[src/hw/rtl/srr_pkg.sv]
// Shared types and constants for the selective-repeat receiver.
package srr_pkg;

  localparam int SEQ_COUNT_DEF    = 20;
  localparam int WINDOW_DEF       = 5;
  localparam int PAYLOAD_BITS_DEF = 32;

  localparam int HDR_W  = 8;
  localparam int WORD_W = 32;
  localparam int KIND_W = 2;

  localparam logic [HDR_W-1:0] HDR_START  = 8'd205;
  localparam logic [HDR_W-1:0] HDR_FINISH = 8'd204;

  localparam logic [KIND_W-1:0] KIND_ACK     = 2'd0;
  localparam logic [KIND_W-1:0] KIND_DELIVER = 2'd1;
  localparam logic [KIND_W-1:0] KIND_READY   = 2'd2;
  localparam logic [KIND_W-1:0] KIND_FINISH  = 2'd3;

  localparam int QUEUE_DEPTH = 2;
  localparam int QPTR_W      = $clog2(QUEUE_DEPTH);
  localparam int QCNT_W      = $clog2(QUEUE_DEPTH + 1);

  typedef enum logic [1:0] {
    OP_START  = 2'd0,
    OP_FINISH = 2'd1,
    OP_DATA   = 2'd2
  } op_t;

  typedef struct packed {
    op_t               op;
    logic [HDR_W-1:0]  seq;
    logic [WORD_W-1:0] payload;
  } cmd_t;

endpackage

[src/hw/rtl/srr_ram.sv]
// Generic single-write, single-read RAM with registered read data.
module srr_ram #(
  parameter int WIDTH = 32,
  parameter int DEPTH = 20
) (
  input  logic                     clk,
  input  logic                     we,
  input  logic [$clog2(DEPTH)-1:0] waddr,
  input  logic [WIDTH-1:0]         wdata,
  input  logic                     re,
  input  logic [$clog2(DEPTH)-1:0] raddr,
  output logic [WIDTH-1:0]         rdata
);

  logic [WIDTH-1:0] mem [DEPTH];

  always_ff @(posedge clk) begin
    if (we) begin
      mem[waddr] <= wdata;
    end
    if (re) begin
      rdata <= mem[raddr];
    end
  end

endmodule

[src/hw/rtl/srr_front.sv]
// Front end: accept packets, classify headers, drop headers with no meaning.
module srr_front #(
  parameter int SEQ_COUNT = srr_pkg::SEQ_COUNT_DEF
) (
  input  logic                      clk,
  input  logic                      rst,
  input  logic                      in_valid,
  output logic                      in_ready,
  input  logic [srr_pkg::HDR_W-1:0] header,
  input  logic [srr_pkg::WORD_W-1:0] payload,
  output logic                      cmd_valid,
  input  logic                      cmd_ready,
  output srr_pkg::cmd_t             cmd
);
  import srr_pkg::*;

  localparam logic [HDR_W-1:0] SEQ_MAX = HDR_W'(SEQ_COUNT);

  logic  keep;
  op_t   op_class;
  logic  valid;

  always_comb begin
    keep     = 1'b1;
    op_class = OP_DATA;
    if (header == HDR_START) begin
      op_class = OP_START;
    end else if (header == HDR_FINISH) begin
      op_class = OP_FINISH;
    end else if (header == '0 || header > SEQ_MAX) begin
      keep = 1'b0;
    end
  end

  assign in_ready  = !valid || cmd_ready;
  assign cmd_valid = valid;

  always_ff @(posedge clk) begin
    if (rst) begin
      valid <= 1'b0;
    end else if (in_ready) begin
      valid <= in_valid && keep;
    end
  end

  always_ff @(posedge clk) begin
    if (in_ready) begin
      cmd.op      <= op_class;
      cmd.seq     <= header;
      cmd.payload <= payload;
    end
  end

endmodule

[src/hw/rtl/srr_queue.sv]
// Short command queue between the front end and the back end.
module srr_queue (
  input  logic          clk,
  input  logic          rst,
  input  logic          push_valid,
  output logic          push_ready,
  input  srr_pkg::cmd_t push_cmd,
  output logic          pop_valid,
  input  logic          pop_ready,
  output srr_pkg::cmd_t pop_cmd
);
  import srr_pkg::*;

  cmd_t              entry [QUEUE_DEPTH];
  logic [QPTR_W-1:0] wptr;
  logic [QPTR_W-1:0] rptr;
  logic [QCNT_W-1:0] count;
  logic              push;
  logic              pop;

  assign push_ready = count != QCNT_W'(QUEUE_DEPTH);
  assign pop_valid  = count != '0;
  assign pop_cmd    = entry[rptr];
  assign push       = push_valid && push_ready;
  assign pop        = pop_valid && pop_ready;

  function automatic logic [QPTR_W-1:0] bump(input logic [QPTR_W-1:0] p);
    return (p == QPTR_W'(QUEUE_DEPTH - 1)) ? '0 : p + 1'b1;
  endfunction

  always_ff @(posedge clk) begin
    if (rst) begin
      wptr  <= '0;
      rptr  <= '0;
      count <= '0;
    end else begin
      if (push) begin
        wptr <= bump(wptr);
      end
      if (pop) begin
        rptr <= bump(rptr);
      end
      if (push && !pop) begin
        count <= count + 1'b1;
      end else if (pop && !push) begin
        count <= count - 1'b1;
      end
    end
  end

  always_ff @(posedge clk) begin
    if (push) begin
      entry[wptr] <= push_cmd;
    end
  end

endmodule

[src/hw/rtl/srr_back.sv]
// Back end: receive state, held payload store, drain sequencer, output register.
module srr_back #(
  parameter int SEQ_COUNT    = srr_pkg::SEQ_COUNT_DEF,
  parameter int WINDOW       = srr_pkg::WINDOW_DEF,
  parameter int PAYLOAD_BITS = srr_pkg::PAYLOAD_BITS_DEF
) (
  input  logic                        clk,
  input  logic                        rst,
  input  logic                        cmd_valid,
  output logic                        cmd_ready,
  input  srr_pkg::cmd_t               cmd,
  output logic                        out_valid,
  input  logic                        out_ready,
  output logic [srr_pkg::KIND_W-1:0]  out_kind,
  output logic [srr_pkg::WORD_W-1:0]  out_value,
  output logic                        out_last
);
  import srr_pkg::*;

  localparam int STORE_W = (PAYLOAD_BITS < WORD_W) ? PAYLOAD_BITS : WORD_W;
  localparam int SEQ_W   = $clog2(SEQ_COUNT + 1);
  localparam int ADDR_W  = $clog2(SEQ_COUNT);
  localparam int CNT_W   = $clog2(WINDOW + 1);

  localparam logic [1:0] ST_IDLE  = 2'd0;
  localparam logic [1:0] ST_CHECK = 2'd1;
  localparam logic [1:0] ST_READ  = 2'd2;
  localparam logic [1:0] ST_ACK   = 2'd3;

  logic [1:0]           state;
  logic                 receiving;
  logic [SEQ_W-1:0]     expected;
  logic [SEQ_COUNT-1:0] marks;
  logic [CNT_W-1:0]     drained;
  logic [SEQ_W-1:0]     ack_seq;

  logic                 out_free;
  logic                 out_load;
  logic                 take;
  logic [SEQ_W-1:0]     seq;
  logic [ADDR_W-1:0]    cmd_idx;
  logic [ADDR_W-1:0]    exp_idx;
  logic [STORE_W-1:0]   pay;
  logic [SEQ_W:0]       diff;
  logic [SEQ_W:0]       span;
  logic                 in_order;
  logic                 ahead;
  logic                 drain_go;
  logic                 ram_we;
  logic [STORE_W-1:0]   ram_rdata;

  function automatic logic [SEQ_W-1:0] advance(input logic [SEQ_W-1:0] s);
    return (s >= SEQ_W'(SEQ_COUNT)) ? SEQ_W'(1) : s + 1'b1;
  endfunction

  assign out_free  = !out_valid || out_ready;
  assign take      = (state == ST_IDLE) && cmd_valid && out_free;
  assign cmd_ready = (state == ST_IDLE) && out_free;
  assign out_load  = (take && (cmd.op == OP_START || receiving)) ||
                     ((state == ST_READ || state == ST_ACK) && out_free);

  assign seq     = cmd.seq[SEQ_W-1:0];
  assign cmd_idx = ADDR_W'(seq - 1'b1);
  assign exp_idx = ADDR_W'(expected - 1'b1);
  assign pay     = cmd.payload[STORE_W-1:0];

  assign diff     = {1'b0, seq} - {1'b0, expected};
  assign span     = diff[SEQ_W] ? diff + (SEQ_W + 1)'(SEQ_COUNT) : diff;
  assign in_order = span == '0;
  assign ahead    = !in_order && (32'(span) < 32'(WINDOW));

  assign drain_go = marks[exp_idx] && (drained != CNT_W'(WINDOW));
  assign ram_we   = take && receiving && cmd.op == OP_DATA && ahead;

  srr_ram #(
    .WIDTH (STORE_W),
    .DEPTH (SEQ_COUNT)
  ) u_store (
    .clk   (clk),
    .we    (ram_we),
    .waddr (cmd_idx),
    .wdata (pay),
    .re    (state == ST_CHECK && drain_go),
    .raddr (exp_idx),
    .rdata (ram_rdata)
  );

  always_ff @(posedge clk) begin
    if (rst) begin
      state     <= ST_IDLE;
      receiving <= 1'b0;
      expected  <= SEQ_W'(1);
      marks     <= '0;
      drained   <= '0;
      out_valid <= 1'b0;
    end else begin
      if (out_valid && out_ready && !out_load) begin
        out_valid <= 1'b0;
      end
      unique case (state)
        ST_IDLE: begin
          if (take) begin
            if (cmd.op == OP_START) begin
              receiving <= 1'b1;
              expected  <= SEQ_W'(1);
              marks     <= '0;
              out_valid <= 1'b1;
              out_kind  <= KIND_READY;
              out_value <= '0;
              out_last  <= 1'b1;
            end else if (receiving) begin
              out_valid <= 1'b1;
              if (cmd.op == OP_FINISH) begin
                out_kind  <= KIND_FINISH;
                out_value <= '0;
                out_last  <= 1'b1;
              end else if (in_order) begin
                out_kind  <= KIND_DELIVER;
                out_value <= WORD_W'(pay);
                out_last  <= 1'b0;
                expected  <= advance(expected);
                drained   <= '0;
                ack_seq   <= seq;
                state     <= ST_CHECK;
              end else begin
                if (ahead) begin
                  marks[cmd_idx] <= 1'b1;
                end
                out_kind  <= KIND_ACK;
                out_value <= WORD_W'(seq);
                out_last  <= 1'b1;
              end
            end
          end
        end
        ST_CHECK: begin
          if (drain_go) begin
            marks[exp_idx] <= 1'b0;
            state          <= ST_READ;
          end else begin
            state <= ST_ACK;
          end
        end
        ST_READ: begin
          if (out_free) begin
            out_valid <= 1'b1;
            out_kind  <= KIND_DELIVER;
            out_value <= WORD_W'(ram_rdata);
            out_last  <= 1'b0;
            expected  <= advance(expected);
            drained   <= drained + 1'b1;
            state     <= ST_CHECK;
          end
        end
        ST_ACK: begin
          if (out_free) begin
            out_valid <= 1'b1;
            out_kind  <= KIND_ACK;
            out_value <= WORD_W'(ack_seq);
            out_last  <= 1'b1;
            state     <= ST_IDLE;
          end
        end
        default: state <= ST_IDLE;
      endcase
    end
  end

endmodule

[src/hw/rtl/selective_repeat_receiver.sv]
// Top level of the selective-repeat receiver.
//
// The slave stream takes one arriving packet per transaction: tdata carries
// the header byte and the payload word. The master stream gives the results
// of each packet, the final one marked by tlast; tuser gives the result kind
// (acknowledgement, in-order delivery, ready reply, finished notice).
// Header 205 opens a transfer, 204 reports finish, 1..SEQ_COUNT are data.
// Packets with other headers are dropped in the front end and never reach the
// back end.
// The back end sequencer handles a start, finish, ack or hold in its idle
// state alone; an in-order packet then runs a mark check and a store read
// per drained held payload, at most WINDOW of them, then a last mark check
// and its ack. A two-entry queue and the front register absorb input while
// the back end drains.
// Reset clears the receive state and all held marks; the payload store
// needs no clearing pass. When the master side stalls, the output register
// holds and the back end waits; the front end and queue keep accepting until
// they fill.
module selective_repeat_receiver #(
  parameter int SEQ_COUNT    = srr_pkg::SEQ_COUNT_DEF,
  parameter int WINDOW       = srr_pkg::WINDOW_DEF,
  parameter int PAYLOAD_BITS = srr_pkg::PAYLOAD_BITS_DEF
) (
  input  logic        clk,
  input  logic        rst,
  input  logic        s_tvalid,
  output logic        s_tready,
  input  logic [39:0] s_tdata,   // header [7:0], payload [39:8]
  output logic        m_tvalid,
  input  logic        m_tready,
  output logic [31:0] m_tdata,   // value [31:0]
  output logic [1:0]  m_tuser,   // kind [1:0]
  output logic        m_tlast
);
  import srr_pkg::*;

  logic front_valid;
  logic front_ready;
  cmd_t front_cmd;
  logic back_valid;
  logic back_ready;
  cmd_t back_cmd;

  srr_front #(
    .SEQ_COUNT (SEQ_COUNT)
  ) u_front (
    .clk       (clk),
    .rst       (rst),
    .in_valid  (s_tvalid),
    .in_ready  (s_tready),
    .header    (s_tdata[7:0]),
    .payload   (s_tdata[39:8]),
    .cmd_valid (front_valid),
    .cmd_ready (front_ready),
    .cmd       (front_cmd)
  );

  srr_queue u_queue (
    .clk        (clk),
    .rst        (rst),
    .push_valid (front_valid),
    .push_ready (front_ready),
    .push_cmd   (front_cmd),
    .pop_valid  (back_valid),
    .pop_ready  (back_ready),
    .pop_cmd    (back_cmd)
  );

  srr_back #(
    .SEQ_COUNT    (SEQ_COUNT),
    .WINDOW       (WINDOW),
    .PAYLOAD_BITS (PAYLOAD_BITS)
  ) u_back (
    .clk       (clk),
    .rst       (rst),
    .cmd_valid (back_valid),
    .cmd_ready (back_ready),
    .cmd       (back_cmd),
    .out_valid (m_tvalid),
    .out_ready (m_tready),
    .out_kind  (m_tuser),
    .out_value (m_tdata),
    .out_last  (m_tlast)
  );

endmodule

[config.mk]
export PLATFORM = sky130hd
export DESIGN_NAME = selective_repeat_receiver
export DESIGN_NICKNAME = d
export VERILOG_FILES = /design/src/hw/rtl/srr_pkg.sv /design/src/hw/rtl/srr_ram.sv /design/src/hw/rtl/srr_front.sv /design/src/hw/rtl/srr_queue.sv /design/src/hw/rtl/srr_back.sv /design/src/hw/rtl/selective_repeat_receiver.sv
export SDC_FILE = /design/constraint.sdc
export NUM_CORES = 1
export LEC_CHECK = 0
export ABC_AREA = 1
export BUFFER_PORTS_ARGS = -buffer_cell sky130_fd_sc_hd__buf_2
export CAP_MARGIN = 0
export CORE_AREA = 3 3 204 286
export DETAILED_ROUTE_END_ITERATION = 16
export DIE_AREA = 0 0 207 289
export GPL_ROUTABILITY_DRIVEN = 0
export PLACE_DENSITY = 0.78
export SYNTH_ARGS = -nofsm -noshare
export SYNTH_HDL_FRONTEND = slang
export SYNTH_SLANG_ARGS = --single-unit
[constraint.sdc]
create_clock -name clk -period 9 [get_ports clk]
set_input_delay 1.8 -clock clk [delete_from_list [all_inputs] [get_ports clk]]
set_output_delay 1.8 -clock clk [all_outputs]
set_load 0.02 [all_outputs]
# == Word-level counts from Yosys, hierarchy flattened ==
# Memories as Yosys holds them, arrays and structs flattened. A register that Yosys moved wholly into a read port is not among the register bits.
# Index checks and enable logic that the tools add are counted.
# W data, S select, Z words.
# op_classes
addsub,10
magnitude_cmp,7
eq_ne,22
n_mux,81
bitwise,6
n_reduce_logical,49
# ops
operator,n
$mux W32,7
$mux W20,7
$pmux W32 S3,1
$pmux W20 S2,1
$mux W5,7
$mux W1,28
$mux W2,14
$reduce_and A7 Y1,4
$and A20 B20 Y20,1
$logic_and A1 B1 Y1,20
$not A20 Y20,1
$or A20 B20 Y20,1
$mux W3,6
$eq A8 B8 Y1 const B,2
$lt A5 B6 Y1 const B,2
$ne A2 B1 Y1 const B,6
$reduce_and A6 Y1,2
$demux W1 S5,2
$ge A5 B1 Y1 const B,2
$pmux W5 S2,1
$sub A5 B1 Y5 const B,2
$ne A3 B2 Y1 const B,3
$ne A3 B3 Y1 const B,3
$gt A8 B5 Y1 const B,1
29 further kinds,51
# word_totals
reg_bits,119
ram_bits,724
in_bits,44
out_inout_bits,37
wordCells,194
n_memories,2
# mem_list
name,depth,word_bits,read_ports,rd_clocked_by_memory_dff,wr,line,text
u_back.u_store.mem,20,32,1,1,1,srr_ram.sv:15,logic [WIDTH-1:0] mem [DEPTH];
u_queue.entry,2,42,1,1,1,srr_queue.sv:14,cmd_t entry [QUEUE_DEPTH];

# == Longest topological paths before layout ==
# Gate-level depths: netlist (run 1).
# depth
ltp_word,13
mapped_depth,26
mapped_depth_nobuf,26

# == Modules after synthesis ==
# Synthesis (run 1) repeated with hierarchy kept, for this count alone.
# hier_totals
cells_unflattened,3056
hier_area_um2,36467.5
# modules_own_cells
mod,n_inst,cells_each,area_each_um2,seq_area_each_um2
srr_ram,1,2156,26912.1,20179.4
srr_back,1,668,4693.3,1841.8
srr_queue,1,168,3475.8,2622.5
srr_front,1,64,1386.3,1281.2

# == Worst setup path after synthesis (run 1) ==
# No wires, ideal clock.
# synth_timing
path_type,input to register
start,input port m_tready
end,register u_back.out_kind[0] in the netlist's numbering (enable)
setup_ns,0.616
arrival_time_ns,7.690
required_time_ns,8.384
path_slack_ns,0.694
cell_stages,4
n_path_buf,0
cell_sequence,nor2_1 nor3_4 o21ai_2 a2111oi_0
# synth_via
elab_chain_len,4
elab_cells_between_ends,6
cone_classes,eq/ne (3); reduce/logical (3)
# synth_rtl
item,line,text
from (decl),selective_repeat_receiver.sv:30,"input logic m_tready,"
$logic_or A1 B1 Y1 (*),srr_back.sv:56,assign out_free = !out_valid || out_ready;
$logic_and A1 B1 Y1,srr_back.sv:57,assign take = (state == ST_IDLE) && cmd_valid && out_free;
$ne A2 B1 Y1 (no source line),-,
$reduce_and A6 Y1 (no source line) (*),-,
to (signal assigned),srr_back.sv:108,out_kind <= KIND_READY;
to (signal assigned),srr_back.sv:114,out_kind <= KIND_FINISH;
to (signal assigned),srr_back.sv:118,out_kind <= KIND_DELIVER;
to (decl),srr_back.sv:14,"output logic [srr_pkg::KIND_W-1:0] out_kind,"
# Every way passes the cells marked *; elsewhere a longest branch is shown, timed or not.
# A chain may end at the register's enable or synchronous reset.

==> results of run 1 <==
report_power, final:
part	leakage, nW	switching (mW)	internal (mW)
Clock	1.23	1.44	1.88
Sequential	7.84	0.0557	4.89
Combinational	3.93	2.03	0.678
critical path: cells and delay by family, from the launching register on:
kind,cells,cell delay (ns)
buf+inv,5,1.02
simple gates,14,2.53
flops,1,0.33
fa+ha+maj,2,0.46
cells in the mapped netlist, types with 8 or more instances:
library cell | instances | share of area (%)
nand4_1 | 38 | 0.69
clkbuf_1 | 113 | 1.2
buf_4 | 8 | 0.17
a21oi_1 | 17 | 0.25
nand2_2 | 13 | 0.24
nand2_1 | 438 | 4.8
o22ai_1 | 148 | 2.7
ha_1 | 14 | 0.51
o221ai_1 | 12 | 0.30
edfxtp_1 | 829 | 72
nand3_1 | 63 | 0.91
nor2_1 | 414 | 4.5
dfxtp_1 | 38 | 2.2
o21ai_0 | 365 | 5.3
buf_2 | 26 | 0.38
nor3_1 | 9 | 0.13
inv_1 | 95 | 1.0
a22oi_1 | 29 | 0.63
sequential cells by signal, summed over array words and instances (netlist names), 2 cells and up, named ones only:
register              cells
u_back.out_kind           2
u_back.u_store.mem      640
u_queue.entry            78
u_back.drained            3
u_back.u_store.rdata     32
u_back.state              2
u_front.cmd              39
u_back.ack_seq            5
u_back.expected           5
u_back.out_value         32
u_back.marks             20
u_queue.count             2
cell usage in the layout, fill, tap and decap left out, drive strengths merged, types with 17 or more instances in the layout:
cell / instances
a21oi: 17
a22oi: 29
buf: 112
clkbuf: 91
clkinv: 33
dfxtp: 38
edfxtp: 829
inv: 107
nand2: 454
nand3: 66
nand4: 38
nor2: 430
o21ai: 374
o22ai: 148
worst min path at each step:
stage / end / slack (ns) / depth (start not counted)
6_report: u_queue.entry[1][32]$_DFFE_PP_ / 0.44 / 0
2_1_floorplan: u_queue.entry[0][0]$_DFFE_PP_ / 0.42 / 0
4_1_cts: u_queue.entry[0][32]$_DFFE_PP_ / 0.44 / 0
3_5_place_dp: u_queue.entry[1][8]$_DFFE_PP_ / 0.43 / 0
3_3_place_gp: u_queue.entry[0][11]$_DFFE_PP_ / 0.42 / 0
5_1_grt: u_queue.entry[0][32]$_DFFE_PP_ / 0.44 / 0
cells by family (layout without fill, tap and decap cells):
group / count (synthesis) / after routing / synth area share [%]
buffers and inverters: 261 / 357 / 3.160
xor gates and xnor gates: 4 / 4 / 0.1559
AOI/OAI and AO/OA: 592 / 592 / 9.619
DFF: 867 / 867 / 74.31
and+or+nand+nor: 1008 / 1008 / 12.19
adders and majority gates: 15 / 15 / 0.5654
stage by stage:
step                utilization, %  power (mW)  instances  hold WS [ns]
floorplan                        -       6.786       2747        0.4215
global placement             63.42       7.567       3438        0.4241
detailed placement           63.42       7.665       3438        0.4298
CTS                          67.92       10.94       3578        0.4381
global route                 67.92       11.38       3578        0.4432
finish                       67.92       10.97       3578        0.4367
final cells by class:
cell class / instances / area, um^2 / share of cell area [%]
clock buffer: 91 / 2022 / 5.298
timing repair buffer: 112 / 665.6 / 1.744
multi-input combinational: 1619 / 7975 / 20.90
tap: 735 / 919.6 / 2.410
clock inverter: 49 / 509.2 / 1.334
inverter: 105 / 414.1 / 1.085
sequential: 867 / 25660 / 67.23
metal layers:
layer  GRT usage [%]  up-vias  wire length (um)
li1                -     9964                 -
met1           33.78    10980             29790
met2           46.73     1368             42110
met3           4.019      319              7565
met4           14.60        0              4484
met5               0        -                 0
==> results.json, run 1 <==
{
  "final_nets": 2841,
  "antenna_found_initial": 0,
  "fin_area_um2": 38170,
  "setup_viol": 0,
  "finalCritPeriodShare_pct": 53.24,
  "critical_path.cell_chain": "inv_2 -> nand2_1 -> nand2_2 -> ha_1 -> nand2_1 -> inv_1 -> nand2_1 -> nand2_1 -> nand2_1 -> nand2_1 -> inv_1 -> ha_1 -> inv_1 -> nor2_1 -> nand3_1 -> nand2_1 -> nand2_1 -> nor2_1 -> nand4_1 -> buf_4 -> nor2_4",
  "drive_above_1_share_pct": 11.04,
  "io_buffers": 80,
  "grt_setup_unrepaired": "no",
  "synth_cells": 2747,
  "maxCapViolations": 0,
  "ys_warn_count": 0,
  "ant_nets": 0,
  "endpoint_kind": "flip-flop",
  "crit_path_end": "u_back.u_store.mem[13][5]$_DFFE_PP_",
  "synth_flop_cell": "edfxtp_1",
  "vias_per_cell": 6.324,
  "leakage_nw": 13.00,
  "grt_max_degree": 254,
  "placed_area_um2": 35630,
  "slew_violations": 0,
  "cts_sinks": 867,
  "numCtsBuffers": 77,
  "hold_viol": 0,
  "critPathSlowestCell": "nor2_4",
  "postCtsHoldBufs": 0,
  "drc": 0,
  "ys_seq_area_share_pct": 74.31,
  "synth_edf_count": 829,
  "grt_use_total_pct": 27.21,
  "die_width_um": 207,
  "synthesis.area_um2": 34520,
  "drtIter0Drc": 3039,
  "grt_remaining_overflow": 0,
  "synth_seq_cells": 867,
  "timing.fmax_ghz": 0.2087,
  "cp_slowest_stage_delay_ns": 1.03,
  "post_cts_buffers": 0,
  "cpMostUsedCell": "nand2_1",
  "synthArstFlopShare_pct": 0,
  "fin_setup_tns_ns": 0,
  "cts.reportedPaths.clkPinSlew_ns": 0.07,
  "reg2reg_slack_ns": 4.21,
  "arrival_ns": 5.01,
  "first_pass_iters": 10,
  "syn_to_final_growth_pct": 10.55,
  "initial_utilization_pct": 61.44,
  "dpl.hpwl_um": 47620,
  "pre_cts_ws_ns": 4.351,
  "reg2reg_depth": 21,
  "netlist-cell-type-count": 47,
  "mappedNetlistNets": 2806,
  "root_buffer": "clkbuf_16",
  "dieArea_um2": 59820,
  "n_antenna_cell": 0,
  "wire_per_inst_um": 23.46,
  "cp_max_fo": 38,
  "worstSetupStartpointType": "flip-flop",
  "syn_area_per_cell_um2": 12.57,
  "peakVddDrop_mv": 0.1942,
  "critical_path_class": "reg -> reg",
  "tightestPinTransition_ns": 1.292,
  "via_count": 22630,
  "tritoncts": "built",
  "status": "finished clean",
  "worst_ep_required_time_ns": 9.22,
  "clock_path_buffers": 3,
  "grt_pass1_wl_um": 124700,
  "wirelength_um": 83950,
  "io_pins": 81,
  "powerDensity_nw_per_um2": 287.5,
  "die_h_um": 289,
  "hold_path_class": "reg -> reg",
  "timing.rr.end": "u_back.u_store.mem[13][5]$_DFFE_PP_",
  "skew_ns": 0.02089,
  "period_minus_slack_ns": 4.792,
  "coreArea_um2": 56190,
  "nFillCells": 3782,
  "rows": 103,
  "grt_pass1_vias": 21720,
  "setup_ws_ns": 4.208,
  "clk_latency_ns": 0.62,
  "cts_max_level": 3,
  "relSlewSlack_pct": 13.65,
  "cts_resized": 0,
  "hp-start": "u_front.cmd[32]$_DFFE_PP_"
}
Note: power is estimated with default switching activity, not from simulation.
==> run 2, diff against run 1 <==
Clock period 9 ns to 4.67 ns, I/O delays scaled along.
==> run 2 against run 1 <==
Compared with the run above:
- die area unchanged
- sequential power is 93% higher
- design area increased by 1.1%
- fmax is 18% higher
- clock skew down 0.0065 ns
- setup slack got worse by 3.6 ns
- routed wire length up 0.20%
- critical path depth shrank 2
- critical path type unchanged
- highest routed layer is now met5
==> results.json, run 2 (same netlist as run 1, synthesis figures left out) <==
{
  "drtIter0Drc": 3110,
  "via_count": 22550,
  "critical_path_class": "reg -> reg",
  "rows": 103,
  "setup_viol": 0,
  "tritoncts": "built",
  "largest_reg_flops": 640,
  "tightestPinTransition_ns": 1.206,
  "period_minus_slack_ns": 4.078,
  "status": "finished clean",
  "cts_sinks": 867,
  "skew_ns": 0.01442,
  "clock_path_buffers": 3,
  "grt_pass1_wl_um": 126600,
  "postCtsHoldBufs": 0,
  "finalCritPeriodShare_pct": 87.31,
  "n_antenna_cell": 0,
  "slew_violations": 0,
  "wire_per_inst_um": 23.35,
  "first_pass_iters": 9,
  "final_cell_mix": "829 x edfxtp_1, 438 x nand2_1, 394 x nor2_1",
  "io_pins": 81,
  "vias_per_cell": 6.258,
  "reg2reg_slack_ns": 0.59,
  "post_cts_buffers": 0,
  "worstSetupStartpointType": "flip-flop",
  "peakVddDrop_mv": 0.5222,
  "drive_above_1_share_pct": 12.03,
  "arrival_ns": 4.33,
  "wirelength_um": 84120,
  "grt_use_total_pct": 27.67,
  "hp-start": "u_front.cmd[18]$_DFFE_PP_",
  "hold_ws_ns": 0.4420,
  "placed_area_um2": 35900,
  "hold_viol": 0,
  "hold_path_class": "reg -> reg",
  "worst_ep_required_time_ns": 4.92,
  "numCtsBuffers": 77,
  "drc": 0,
  "grt_pass1_vias": 22100,
  "final_nets": 2866,
  "grt_setup_unrepaired": "no",
  "timing.fmax_ghz": 0.2452,
  "die_width_um": 207,
  "grt_remaining_overflow": 0,
  "top_regs": "u_back.u_store.mem x640, u_queue.entry x78, u_front.cmd x39",
  "powerDensity_nw_per_um2": 560.6,
  "antenna_found_initial": 2,
  "coreArea_um2": 56190,
  "cts_max_level": 3,
  "cts.reportedPaths.clkPinSlew_ns": 0.07,
  "syn_to_final_growth_pct": 11.79,
  "cts_resized": 0,
  "grt_max_degree": 250,
  "cp_max_fo": 32,
  "initial_utilization_pct": 61.44,
  "relSlewSlack_pct": 19.59,
  "leakage_nw": 13.23,
  "io_buffers": 80,
  "largest_register": "u_back.u_store.mem",
  "final_common_cell": "edfxtp_1",
  "root_buffer": "clkbuf_16",
  "dpl.hpwl_um": 50950,
  "clk_latency_ns": 0.62,
  "die_h_um": 289,
  "fin_area_um2": 38590,
  "dieArea_um2": 59820,
  "ant_nets": 0,
  "endpoint_kind": "flip-flop",
  "maxCapViolations": 0
}
[run 2: metal layers]
layer  vias to the layer above  share of wire (%)  wire length, um  global-route usage, %
li1                      10030                  -                -                      -
met1                     10910                 36            30330                  35.34
met2                      1351                 49            41060                  45.39
met3                       256                 10             8815                  6.109
met4                         2                4.6             3907                  13.94
met5                         -              0.012               10                      0
[run 2: area by class of cell]
class                   count  area, um^2
inverters                 105       414.1
clock inverters            53       668.1
well taps                 735       919.6
multi-input cells        1619        7988
repair buffers            137       915.9
fillers                  3746       17600
clock buffers              87        2028
flip-flops and latches    867       25660
[run 2: path summary, 6_finish.rpt]
check | cells after the start | end
worst max-delay path | 19 | u_back.u_store.mem[15][20]$_DFFE_PP_
worst min register to register | 0 | u_queue.entry[1][18]$_DFFE_PP_
worst min-delay path | 0 | u_queue.entry[1][18]$_DFFE_PP_
worst max register to register | 19 | u_back.u_store.mem[15][20]$_DFFE_PP_
[run 2: critical path, stage by stage (launching register included)]
cell and delay [ns]:
dfxtp_2 0.48, inv_2 0.13, nand2_2 0.10, nand2_4 0.07
inv_6 0.07, ha_1 0.18, inv_1 0.09, fa_1 0.41
xnor2_1 0.32, inv_1 0.12, ha_1 0.19, inv_1 0.08
nand4_1 0.12, nand2_1 0.08, nand2_1 0.06, nor2_1 0.12
nand4_1 0.10, buf_4 0.30, nor3_2 0.16, buf_4 0.49
[run 2: power breakdown]
group	internal [mW]	leakage (nW)	total (mW)	switching [mW]
sequential	9.43	7.84	9.55	0.120
clock	3.93	1.31	6.71	2.78
combinational	1.31	4.07	5.37	4.06
[run 2: metrics by stage]
| step | TNS (ns) | util [%] | std cells | power, mW | setup slack, ns |
|---|---|---|---|---|---|
| floorplan | -69.50 | - | 2747 | 13.07 | -0.5430 |
| global placement | 0 | 63.89 | 3463 | 14.75 | 0.8278 |
| detailed placement | 0 | 63.89 | 3463 | 14.92 | 0.6916 |
| CTS | 0 | 68.68 | 3603 | 21.59 | 0.6549 |
| global route | 0 | 68.68 | 3603 | 22.50 | 0.3036 |
| finish | 0 | 68.68 | 3603 | 21.64 | 0.5924 |
